**src/lcdseq_pkg.sv**
```systemverilog
package lcdseq_pkg;

	localparam int QUEUE_DEPTH = 4;

	// input selector codes
	localparam logic [1:0] CMD_WRITE_CMD  = 2'd0;
	localparam logic [1:0] CMD_WRITE_DATA = 2'd1;
	localparam logic [1:0] CMD_SET_CURSOR = 2'd2;
	localparam logic [1:0] CMD_NONE       = 2'd3;

	// configuration register indexes
	localparam logic [1:0] REG_ENABLE_PULSE = 2'd0;
	localparam logic [1:0] REG_NIBBLE_GAP   = 2'd1;
	localparam logic [1:0] REG_SETTLE       = 2'd2;
	localparam logic [1:0] REG_POWER_ON     = 2'd3;

	localparam logic [9:0]  RST_ENABLE_PULSE = 10'd1;
	localparam logic [15:0] RST_NIBBLE_GAP   = 16'd200;
	localparam logic [15:0] RST_SETTLE       = 16'd2000;
	localparam logic [15:0] RST_POWER_ON     = 16'd2000;

	// step numbering: power-on wait, 24 init nibble steps, final wait, 4 byte steps
	localparam int STEP_W = 5;
	localparam logic [STEP_W-1:0] STEP_POWER_ON   = 5'd0;
	localparam logic [STEP_W-1:0] STEP_FINAL_WAIT = 5'd25;
	localparam logic [STEP_W-1:0] STEP_BYTE0      = 5'd26;
	localparam logic [STEP_W-1:0] STEP_LAST       = 5'd29;

	// nibble phases of one byte
	localparam logic [1:0] PH_HI_EN  = 2'd0;
	localparam logic [1:0] PH_HI_GAP = 2'd1;
	localparam logic [1:0] PH_LO_EN  = 2'd2;
	localparam logic [1:0] PH_LO_SET = 2'd3;

	localparam logic [7:0] CURSOR_BASE = 8'h80;

	typedef struct packed {
		logic       init;
		logic       rs;
		logic [7:0] data;
	} lcdseq_entry_t;

	typedef struct packed {
		logic          valid;
		lcdseq_entry_t entry;
	} lcdseq_wr_t;

	typedef struct packed {
		logic [9:0]  pulse;
		logic [15:0] gap;
		logic [15:0] settle;
		logic [15:0] power;
	} lcdseq_timing_t;

	typedef struct packed {
		logic              emit;
		logic              busy;
		logic [STEP_W-1:0] step;
	} lcdseq_status_t;

	function automatic logic [7:0] init_cmd(input logic [2:0] idx);
		logic [7:0] r;
		case (idx)
			3'd0:    r = 8'h33;
			3'd1:    r = 8'h32;
			3'd2:    r = 8'h28;
			3'd3:    r = 8'h0C;
			3'd4:    r = 8'h06;
			3'd5:    r = 8'h01;
			default: r = 8'h00;
		endcase
		return r;
	endfunction

endpackage

```
**src/lcdseq_front.sv**
```systemverilog
module lcdseq_front (
	input  logic                 clk,
	input  logic                 arst_n,
	input  logic                 push,
	input  logic                 q_full,
	input  logic [1:0]           cmd,
	input  logic [7:0]           value,
	input  logic                 row,
	input  logic [5:0]           col,
	output lcdseq_pkg::lcdseq_wr_t wr,
	output logic                 initialized
);
	import lcdseq_pkg::*;

	logic initialized_q;
	logic take;

	assign take = push && !q_full && (cmd != CMD_NONE);

	always_comb begin
		wr.valid      = take;
		wr.entry.init = !initialized_q;
		case (cmd)
			CMD_WRITE_DATA: begin
				wr.entry.rs   = 1'b1;
				wr.entry.data = value;
			end
			CMD_SET_CURSOR: begin
				wr.entry.rs   = 1'b0;
				wr.entry.data = CURSOR_BASE | {1'b0, row, col};
			end
			default: begin
				wr.entry.rs   = 1'b0;
				wr.entry.data = value;
			end
		endcase
	end

	always_ff @(posedge clk or negedge arst_n) begin
		if (!arst_n) begin
			initialized_q <= 1'b0;
		end else if (take) begin
			initialized_q <= 1'b1;
		end
	end

	assign initialized = initialized_q;

endmodule

```
**src/lcdseq_fifo.sv**
```systemverilog
module lcdseq_fifo #(
	parameter int Depth = lcdseq_pkg::QUEUE_DEPTH
) (
	input  logic                      clk,
	input  logic                      arst_n,
	input  lcdseq_pkg::lcdseq_wr_t    wr,
	input  logic                      rd,
	output lcdseq_pkg::lcdseq_entry_t head,
	output logic                      full,
	output logic                      empty
);
	import lcdseq_pkg::*;

	localparam int PtrW = (Depth > 1) ? $clog2(Depth) : 1;
	localparam int CntW = $clog2(Depth + 1);
	localparam logic [PtrW-1:0] PtrMax = PtrW'(Depth - 1);
	localparam logic [CntW-1:0] CntFull = CntW'(Depth);

	lcdseq_entry_t   mem_q [Depth];
	logic [PtrW-1:0] wr_ptr_q, rd_ptr_q;
	logic [CntW-1:0] count_q;
	logic            do_wr, do_rd;

	assign full  = (count_q == CntFull);
	assign empty = (count_q == '0);
	assign do_wr = wr.valid && !full;
	assign do_rd = rd && !empty;
	assign head  = mem_q[rd_ptr_q];

	always_ff @(posedge clk) begin
		if (do_wr) begin
			mem_q[wr_ptr_q] <= wr.entry;
		end
	end

	always_ff @(posedge clk or negedge arst_n) begin
		if (!arst_n) begin
			wr_ptr_q <= '0;
			rd_ptr_q <= '0;
			count_q  <= '0;
		end else begin
			if (do_wr) begin
				wr_ptr_q <= (wr_ptr_q == PtrMax) ? '0 : wr_ptr_q + 1'b1;
			end
			if (do_rd) begin
				rd_ptr_q <= (rd_ptr_q == PtrMax) ? '0 : rd_ptr_q + 1'b1;
			end
			if (do_wr && !do_rd) begin
				count_q <= count_q + 1'b1;
			end else if (do_rd && !do_wr) begin
				count_q <= count_q - 1'b1;
			end
		end
	end

endmodule

```
**src/lcdseq_back.sv**
```systemverilog
module lcdseq_back (
	input  logic                      clk,
	input  logic                      arst_n,
	input  lcdseq_pkg::lcdseq_entry_t head,
	input  logic                      q_empty,
	output logic                      q_rd,
	input  lcdseq_pkg::lcdseq_timing_t timing,
	input  logic                      pop,
	output logic                      empty,
	output logic                      reg_select,
	output logic                      enable,
	output logic [3:0]                nibble,
	output logic [15:0]               hold_us,
	output logic                      last,
	output lcdseq_pkg::lcdseq_status_t status
);
	import lcdseq_pkg::*;

	logic              busy_q;
	logic [STEP_W-1:0] step_q;
	logic              out_valid_q;
	logic              rs_q, en_q, last_q;
	logic [3:0]        nib_q;
	logic [15:0]       hold_q;

	logic              out_free, go;
	logic [STEP_W-1:0] s, t, bdiff;
	logic [7:0]        cur_byte;
	logic [1:0]        phase;
	logic              n_rs, n_en;
	logic [3:0]        n_nib;
	logic [15:0]       n_hold;
	logic              is_wait;

	assign out_free = !out_valid_q || pop;
	assign go       = !q_empty && out_free;

	always_comb begin
		s        = busy_q ? step_q : (head.init ? STEP_POWER_ON : STEP_BYTE0);
		t        = s - 1'b1;
		bdiff    = s - STEP_BYTE0;
		is_wait  = (s == STEP_POWER_ON) || (s == STEP_FINAL_WAIT);
		cur_byte = head.data;
		phase    = bdiff[1:0];
		n_rs     = head.rs;
		if (s < STEP_BYTE0) begin
			// init region: four steps per init command
			cur_byte = init_cmd(t[4:2]);
			phase    = t[1:0];
			n_rs     = 1'b0;
		end
		case (phase)
			PH_HI_EN: begin
				n_en   = 1'b1;
				n_nib  = cur_byte[7:4];
				n_hold = {6'd0, timing.pulse};
			end
			PH_HI_GAP: begin
				n_en   = 1'b0;
				n_nib  = cur_byte[7:4];
				n_hold = timing.gap;
			end
			PH_LO_EN: begin
				n_en   = 1'b1;
				n_nib  = cur_byte[3:0];
				n_hold = {6'd0, timing.pulse};
			end
			default: begin
				n_en   = 1'b0;
				n_nib  = cur_byte[3:0];
				n_hold = timing.settle;
			end
		endcase
		if (is_wait) begin
			// final wait keeps the pins left by the last init step
			n_en   = 1'b0;
			n_nib  = (s == STEP_FINAL_WAIT) ? 4'h1 : 4'h0;
			n_hold = timing.power;
		end
	end

	assign q_rd = go && (s == STEP_LAST);

	always_ff @(posedge clk or negedge arst_n) begin
		if (!arst_n) begin
			busy_q      <= 1'b0;
			step_q      <= '0;
			out_valid_q <= 1'b0;
		end else begin
			if (go) begin
				busy_q      <= (s != STEP_LAST);
				step_q      <= s + 1'b1;
				out_valid_q <= 1'b1;
			end else if (pop) begin
				out_valid_q <= 1'b0;
			end
		end
	end

	always_ff @(posedge clk) begin
		if (go) begin
			rs_q   <= n_rs;
			en_q   <= n_en;
			nib_q  <= n_nib;
			hold_q <= n_hold;
			last_q <= (s == STEP_LAST);
		end
	end

	assign empty      = !out_valid_q;
	assign reg_select = rs_q;
	assign enable     = en_q;
	assign nibble     = nib_q;
	assign hold_us    = hold_q;
	assign last       = last_q;

	assign status.emit = go;
	assign status.busy = busy_q;
	assign status.step = s;

endmodule

```
**src/char_lcd_nibble_write_sequencer_top.sv**
```systemverilog
// character lcd sequencer for a 4-bit hd44780-style bus
// input side is a queue: present cmd/value/row/col with push while full is low.
// cmd 0 sends value as a command, cmd 1 as data, cmd 2 moves the cursor to
// row/col; cmd 3 is dropped without any result.
// output side is a queue: while empty is low the oldest pin step is on
// reg_select/enable/nibble/hold_us/last, pop takes it. each item gives four
// steps (high nibble strobe, gap, low nibble strobe, settle); last marks the
// final step of an item.
// the first item after reset is preceded by a power-on wait, the six init
// commands and a final wait: 30 steps for that item.
// the sequencer makes one step per cycle while an item is queued and the
// output register is empty or popped; each push is queued before it is run.
// the front and the sequencer are parted by a small item queue, so push is
// taken while results wait; if pop stays low the output register holds,
// the queue fills and full rises.
// timing registers are written through cfg_valid/cfg_index/cfg_data, always
// ready; reset restores their defaults and queues init for the next item.
module char_lcd_nibble_write_sequencer_top #(
	parameter int QueueDepth = lcdseq_pkg::QUEUE_DEPTH
) (
	input  logic        clk,
	input  logic        arst_n,
	input  logic        push,
	output logic        full,
	input  logic [1:0]  cmd,
	input  logic [7:0]  value,
	input  logic        row,
	input  logic [5:0]  col,
	output logic        empty,
	input  logic        pop,
	output logic        reg_select,
	output logic        enable,
	output logic [3:0]  nibble,
	output logic [15:0] hold_us,
	output logic        last,
	input  logic        cfg_valid,
	output logic        cfg_ready,
	input  logic [1:0]  cfg_index,
	input  logic [15:0] cfg_data
);
	import lcdseq_pkg::*;

	lcdseq_wr_t     wr;
	lcdseq_entry_t  head;
	lcdseq_timing_t timing_q;
	lcdseq_status_t status;
	logic           q_full, q_empty, q_rd, initialized;

	assign cfg_ready = 1'b1;
	assign full      = q_full;

	always_ff @(posedge clk or negedge arst_n) begin
		if (!arst_n) begin
			timing_q.pulse  <= RST_ENABLE_PULSE;
			timing_q.gap    <= RST_NIBBLE_GAP;
			timing_q.settle <= RST_SETTLE;
			timing_q.power  <= RST_POWER_ON;
		end else if (cfg_valid && cfg_ready) begin
			case (cfg_index)
				REG_ENABLE_PULSE: timing_q.pulse  <= cfg_data[9:0];
				REG_NIBBLE_GAP:   timing_q.gap    <= cfg_data;
				REG_SETTLE:       timing_q.settle <= cfg_data;
				REG_POWER_ON:     timing_q.power  <= cfg_data;
				default:          ;
			endcase
		end
	end

	lcdseq_front u_front (
		.clk         (clk),
		.arst_n      (arst_n),
		.push        (push),
		.q_full      (q_full),
		.cmd         (cmd),
		.value       (value),
		.row         (row),
		.col         (col),
		.wr          (wr),
		.initialized (initialized)
	);

	lcdseq_fifo #(
		.Depth (QueueDepth)
	) u_fifo (
		.clk    (clk),
		.arst_n (arst_n),
		.wr     (wr),
		.rd     (q_rd),
		.head   (head),
		.full   (q_full),
		.empty  (q_empty)
	);

	lcdseq_back u_back (
		.clk        (clk),
		.arst_n     (arst_n),
		.head       (head),
		.q_empty    (q_empty),
		.q_rd       (q_rd),
		.timing     (timing_q),
		.pop        (pop),
		.empty      (empty),
		.reg_select (reg_select),
		.enable     (enable),
		.nibble     (nibble),
		.hold_us    (hold_us),
		.last       (last),
		.status     (status)
	);

	// sequencer mid-item always has its item at the queue head
	a_busy_has_item: assert property (@(posedge clk) disable iff (!arst_n)
		status.busy |-> !q_empty)
		else $error("sequencer busy with empty queue");

	// init flag only rises after an item carrying the init request
	a_init_once: assert property (@(posedge clk) disable iff (!arst_n)
		$rose(initialized) |-> $past(wr.valid && wr.entry.init))
		else $error("init flag set without init item");

	// the queue is released exactly when the final step of an item is emitted
	a_release_on_last: assert property (@(posedge clk) disable iff (!arst_n)
		q_rd |=> (!empty && last))
		else $error("item released without its final step");

	// an item without init never starts from the init region
	a_no_reinit: assert property (@(posedge clk) disable iff (!arst_n)
		(status.emit && !status.busy && !head.init) |-> (status.step == STEP_BYTE0))
		else $error("byte item started outside byte steps");

endmodule
```
**config.mk**
```make
export PLATFORM = sky130hd
export DESIGN_NAME = char_lcd_nibble_write_sequencer_top
export DESIGN_NICKNAME = d
export VERILOG_FILES = /design/src/lcdseq_pkg.sv /design/src/lcdseq_front.sv /design/src/lcdseq_fifo.sv /design/src/lcdseq_back.sv /design/src/char_lcd_nibble_write_sequencer_top.sv
export SDC_FILE = /design/constraint.sdc
export NUM_CORES = 1
export LEC_CHECK = 0
export ABC_AREA = 1
export BUFFER_PORTS_ARGS = -buffer_cell sky130_fd_sc_hd__buf_2
export CAP_MARGIN = 20
export CORE_MARGIN = 5
export CORE_UTILIZATION = 30
export DETAILED_ROUTE_END_ITERATION = 12
export HOLD_SLACK_MARGIN = 0.02
export PLACE_DENSITY_LB_ADDON = 0.05
export SLEW_MARGIN = 20
export SYNTH_ARGS = -nofsm -noshare
export SYNTH_HDL_FRONTEND = slang
export SYNTH_HIERARCHICAL = 1
export SYNTH_SLANG_ARGS = --single-unit
```
**constraint.sdc**
```tcl
create_clock -name clk -period 5.3 [get_ports clk]
set_clock_uncertainty 0.2 [all_clocks]
set_input_delay 0.53 -clock clk [delete_from_list [all_inputs] [get_ports clk]]
set_output_delay 0.53 -clock clk [all_outputs]
set_load 0.02 [all_outputs]
```
==> results.toml, run 1 <==
[floorplanning]
initial_core_util_pct = 30.3
die_x_um = 163
dieArea_sq_mm = 0.0267
die_y_um = 163
io-pin-count = 66
fp.coreArea_sq_mm = 0.0233
core.rowCount = 56

[route]
dr_total_vias = 5342
drtAntennaViolNets = 0
wirelength_mm = 19.6
first_iter_violations = 366
wl_per_cell_um = 17.4
vias_per_cell = 4.74
dr.pass1.iters = 5
drc = 0

[global_route]
first_global_vias = 5343
grt_first_pass_wirelength_mm = 30.8
track_usage_pct = 15.0
grt_overflow = 0
grt_max_degree = 74
antenna_found_initial = 0

[cts]
ctsResizeCount = 0
cts_tree = "done"
cts_root_buffer = "clkbuf_16"
path_clk_slew_ns = 0.06
cts.sink_count = 136
cts_buffers = 17
cts_hold_buf = 0
clk_latency_ns = 0.42
h-tree-depth = 4
post_cts_buffers = 0
cts_buffer_depth = 2

[synthesis]
yosys_warnings = 6
syn_inst = 745
syn_area_per_cell_sq_um = 9.49
synthesis.area_sq_mm = 0.00707
synthesis.nets = 800

[critical_path]
endpoint = "u_fifo/count_q[1]"
crit_path_end_kind = "flop"
rr_endpoint = "u_fifo/count_q[1]"
reg2regPathDepth = 15
rrSetupSlack_ns = 1.76
worstPathArrival_ns = 3.64
worstSetupPathType = "reg -> reg"
cp_max_fo = 13
worstPathRequired_ns = 5.40
startpoint_type = "flop"
rr_startpoint = "u_fifo/rd_ptr_q[1]"
startpoint = "u_fifo/rd_ptr_q[1]"

[power]
combinationalPowerShare_pct = 38.8
swShare_pct = 41.6
p_int_mw = 2.69
netSwitchingPower_mw = 1.91
p_seq_share_pct = 34.9
p_clk_share_pct = 26.3
powerDensity_mw_per_mm2 = 568
ir_drop_v = 0.000207
leakagePower_nw = 3.71

[timing]
worst_pin_slew_ns = 1.02
min_period_ns = 3.54
slew_violations = 0
hold_viol_final = 0
tns_ns = 0
period_share_pct = 66.8
max_slew_margin_pct = 31.7
setup_violations = 0
grt_setup_unrepaired = "false"
max_freq_mhz = 282

[finish]
final_cell_mix = "nand2_1, nand3_1, inv_1, buf_2, edfxtp_1"
area_delta_synth_final_pct = 14.5
drive_gt1_share_pct = 21.9
antenna_cells = 0
layout.area.seq_sq_mm = 0.00374
multi_input_area_sq_mm = 0.00269
nets = 849
utilization_pct = 34.7
final_common_cell = "nand2_1"
final.fill_count = 2379

[run_status]
outcome = "completed"

[placement]
io_buffers = 64
dp_hpwl_mm = 12.5
place.gp.congestion = 0.777

[hold_path]
hp-class = "in -> reg"
min_from = "pop"

[flow_run]
drv_cap = 0
==> metrics by stage <==
step / area, sq um / setup slack (ns) / hold WS (ns) / power, mW / cells
after floorplan: 7070 / 1.05 / 0.0344 / 3.00 / 745
after global placement: 7480 / 1.83 / 0.251 / 3.41 / 1093
after detailed placement: 7480 / 1.69 / 0.255 / 3.43 / 1093
after CTS: 8070 / 1.71 / 0.0918 / 4.66 / 1125
after global routing: 8090 / 1.43 / 0.121 / 4.93 / 1126
final: 8090 / 1.76 / 0.114 / 4.60 / 1126
==> worst max-delay path: stages, from the launching register on <==
cell and delay [ns]:
dfrtp_1 0.56, inv_1 0.38, o211ai_1 0.15, nand2_1 0.20, nand2_8 0.09, o21ai_4 0.12
ha_1 0.19, inv_1 0.06, nor4_1 0.29, buf_4 0.20, nand2_1 0.10, ha_1 0.23
inv_1 0.09, fa_1 0.41, nand2_1 0.07, o21ai_0 0.07
==> power groups by stage <==
stage | Clock [mW] | Sequential, mW | Combinational [mW]
floorplan | 0 | 1.69 | 1.31
global placement | 0 | 1.63 | 1.79
detailed placement | 0 | 1.62 | 1.81
CTS | 1.24 | 1.61 | 1.81
global route | 1.29 | 1.63 | 2.01
finish | 1.21 | 1.60 | 1.78
==> layout make-up <==
class	count	share of cell area (%)
clock buffers	18	5.30
clock inverters	14	2.01
inverters	74	3.68
multi-input cells	495	33.2
flip-flops and latches	136	46.2
well taps	319	4.93
repair buffers	70	4.62
==> worst min-delay path by stage <==
stage | endpoint | cells after the start | slack (ns)
floorplan | timing_q[0] | 0 | 0.03
global placement | timing_q[22] | 2 | 0.25
detailed placement | timing_q[35] | 2 | 0.25
CTS | u_back/out_valid_q | 2 | 0.09
global route | u_back/out_valid_q | 2 | 0.12
finish | u_back/out_valid_q | 2 | 0.11
==> sequential cells by signal (all words and copies together), names as in the netlist <==
signal               flops
u_fifo/wr_ptr_q          2
u_back/last              1
u_back/hold_us          16
u_fifo/rd_ptr_q          2
u_back/step_q            5
u_fifo/count_q           3
timing_q                58
u_back/out_valid_q       1
u_back/busy_q            1
u_fifo/mem_q            40
u_back/enable            1
u_front/initialized      1
u_back/reg_select        1
u_back/nibble            4
==> metal layers <==
layer	wire length, um	GRT usage (%)	vias up
met5	0	0	-
met2	8740	22.9	125
met3	988	3.31	11
li1	-	-	2596
met4	159	3.28	0
met1	9720	21.9	2610
Note: power is estimated with default switching activity, not from simulation.
==> inputs of run 2 (changes only) <==
- clock period: 5.3 -> 3.45 ns (I/O delays scaled with it)
==> results.toml, run 2 (synthesis results as in run 1) <==
[finish]
drive_gt1_share_pct = 22.1
antenna_cells = 0
nets = 875
instances_no_fill = 1152
largest-register = "timing_q"
final_area_sq_mm = 0.00836
largest_reg_flops = 58
final_cell_mix = "nand2_1, nand3_1, inv_1, buf_2, edfxtp_1"
final_common_cell = "nand2_1"
area_delta_synth_final_pct = 18.3

[timing]
max_slew_margin_pct = 35.9
slew_violations = 0
hold_viol_final = 0
max_freq_mhz = 327
min_period_ns = 3.06
worst_pin_slew_ns = 0.961
setup_violations = 0
tns_ns = 0
period_share_pct = 88.6
grt_setup_unrepaired = "false"
setup_slack_ns = 0.392

[route]
wirelength_mm = 19.3
vias_per_cell = 4.60
dr.pass1.iters = 5
dr_total_vias = 5302
wl_per_cell_um = 16.8
drc = 0
first_iter_violations = 261
drtAntennaViolNets = 0

[power]
combinationalPowerShare_pct = 39.5
p_seq_share_pct = 34.0
powerDensity_mw_per_mm2 = 857
ir_drop_v = 0.000362
leakagePower_nw = 3.86
netSwitchingPower_mw = 2.91
p_clk_share_pct = 26.5
swShare_pct = 40.6
p_int_mw = 4.26
finalPower_mw = 7.16

[global_route]
antenna_found_initial = 0
first_global_vias = 5321
grt_first_pass_wirelength_mm = 30.6
track_usage_pct = 14.9
grt_overflow = 0
grt_max_degree = 74

[critical_path]
startpoint_type = "flop"
crit_path_end_kind = "flop"
worstPathArrival_ns = 3.15
worstSetupPathType = "reg -> reg"
crit_chain = "nand2_1, o211ai_1, nand2_1, nand2_8, o21ai_4, ha_1, inv_1, nor4_1, buf_4, nand2_1, ha_1, inv_1, fa_1, nand2_1, o21ai_0"
critPathSlowestCell = "dfrtp_1"
max_stage_delay_ns = 0.46
worstPathRequired_ns = 3.55
cp_max_fo = 8
crit_top_cell = "nand2_1"

[cts]
cts_tree = "done"
clk_latency_ns = 0.42
path_clk_slew_ns = 0.06
h-tree-depth = 4
cts.sink_count = 136
cts_buffers = 17
cts_buffer_depth = 2
cts_root_buffer = "clkbuf_16"

[floorplanning]
io-pin-count = 66
fp.coreArea_sq_mm = 0.0233
dieArea_sq_mm = 0.0267
die_x_um = 163
core.rowCount = 56
initial_core_util_pct = 30.3
die_y_um = 163

[placement]
dp_hpwl_mm = 12.2
placed_cell_area_sq_mm = 0.00755
io_buffers = 64
pre_cts_ws_ns = 0.377
place.gp.congestion = 0.775
placedCellCount = 1101

[run_status]
outcome = "completed"

[hold_path]
hp-class = "in -> reg"

[flow_run]
drv_cap = 0
-- run 2: cell types whose count changed in the layout (fill, tap and decap cells not counted), moves of 2 or more --
| cell | change |
|---|---|
| dlygate4sd3_1 | +18 |
| buf_4 | +7 |
| clkinvlp_4 | -3 |
| clkbuf_8 | +2 |
| clkinv_2 | +2 |
| clkinv_4 | -2 |
| inv_4 | +2 |
| nor2_1 | +2 |
| nor2_2 | -2 |
-- run 2: final cells by class --
| cell class | instances | area, sq um |
|---|---|---|
| fillers | 2426 | 15000 |
| flip-flops and latches | 136 | 3740 |
| multi-input cells | 495 | 2690 |
| repair buffers | 96 | 627 |
| clock buffers | 20 | 478 |
| well taps | 319 | 399 |
| inverters | 74 | 298 |
| clock inverters | 12 | 134 |
-- run 2: final timing paths --
kind,startpoint,endpoint,slack [ns],cells past startpoint
min,value[2],u_fifo/mem_q[3][2],0.11,3
max,u_fifo/rd_ptr_q[0],u_fifo/count_q[1],0.39,15
min reg2reg,timing_q[39],timing_q[39],0.26,2
max reg2reg,u_fifo/rd_ptr_q[0],u_fifo/count_q[1],0.39,15
max in group asynchronous,arst_n,u_front/initialized,2.21,2
min in group asynchronous,arst_n,timing_q[47],0.32,2
-- run 2: critical path, delay by kind of cell (launching register included) --
kind	cells	cell delay [ns]
AOI/OAI and AO/OA	3	0.28
buffers and inverters	3	0.33
and+or+nand+nor	6	0.84
DFF	1	0.46
adders and majority gates	3	0.83
-- run 2: stage by stage --
| step | util [%] | hold slack, ns |
|---|---|---|
| after floorplan | - | -0.151 |
| after global placement | 32.4 | 0.251 |
| after detailed placement | 32.4 | 0.256 |
| after CTS | 35.8 | 0.0983 |
| after global routing | 35.8 | 0.122 |
| final | 35.8 | 0.110 |
-- run 2: what timing repair did --
action,in CTS,in global routing
setup buffers,0,0
resized for setup,0,0
hold endpoints to repair,108,0
hold buffers,19,0
-- run 2: per-layer routing --
| layer | track usage [%] | wire length, um | share of wire, % | vias up |
|---|---|---|---|---|
| met5 | 0 | 0 | 0 | - |
| met4 | 2.94 | 124 | 0.64 | 0 |
| met3 | 3.15 | 693 | 3.6 | 8 |
| met2 | 23.3 | 8670 | 45 | 87 |
| met1 | 21.6 | 9850 | 51 | 2558 |
| li1 | - | - | - | 2649 |
-- run 2: power groups by stage --
stage | combinational, mW | clock [mW] | sequential [mW]
after detailed placement | 2.86 | 0 | 2.46
after global routing | 3.21 | 2.02 | 2.48
final | 2.83 | 1.90 | 2.43
after global placement | 2.85 | 0 | 2.46
after CTS | 2.89 | 1.95 | 2.44
after floorplan | 2.02 | 0 | 2.60
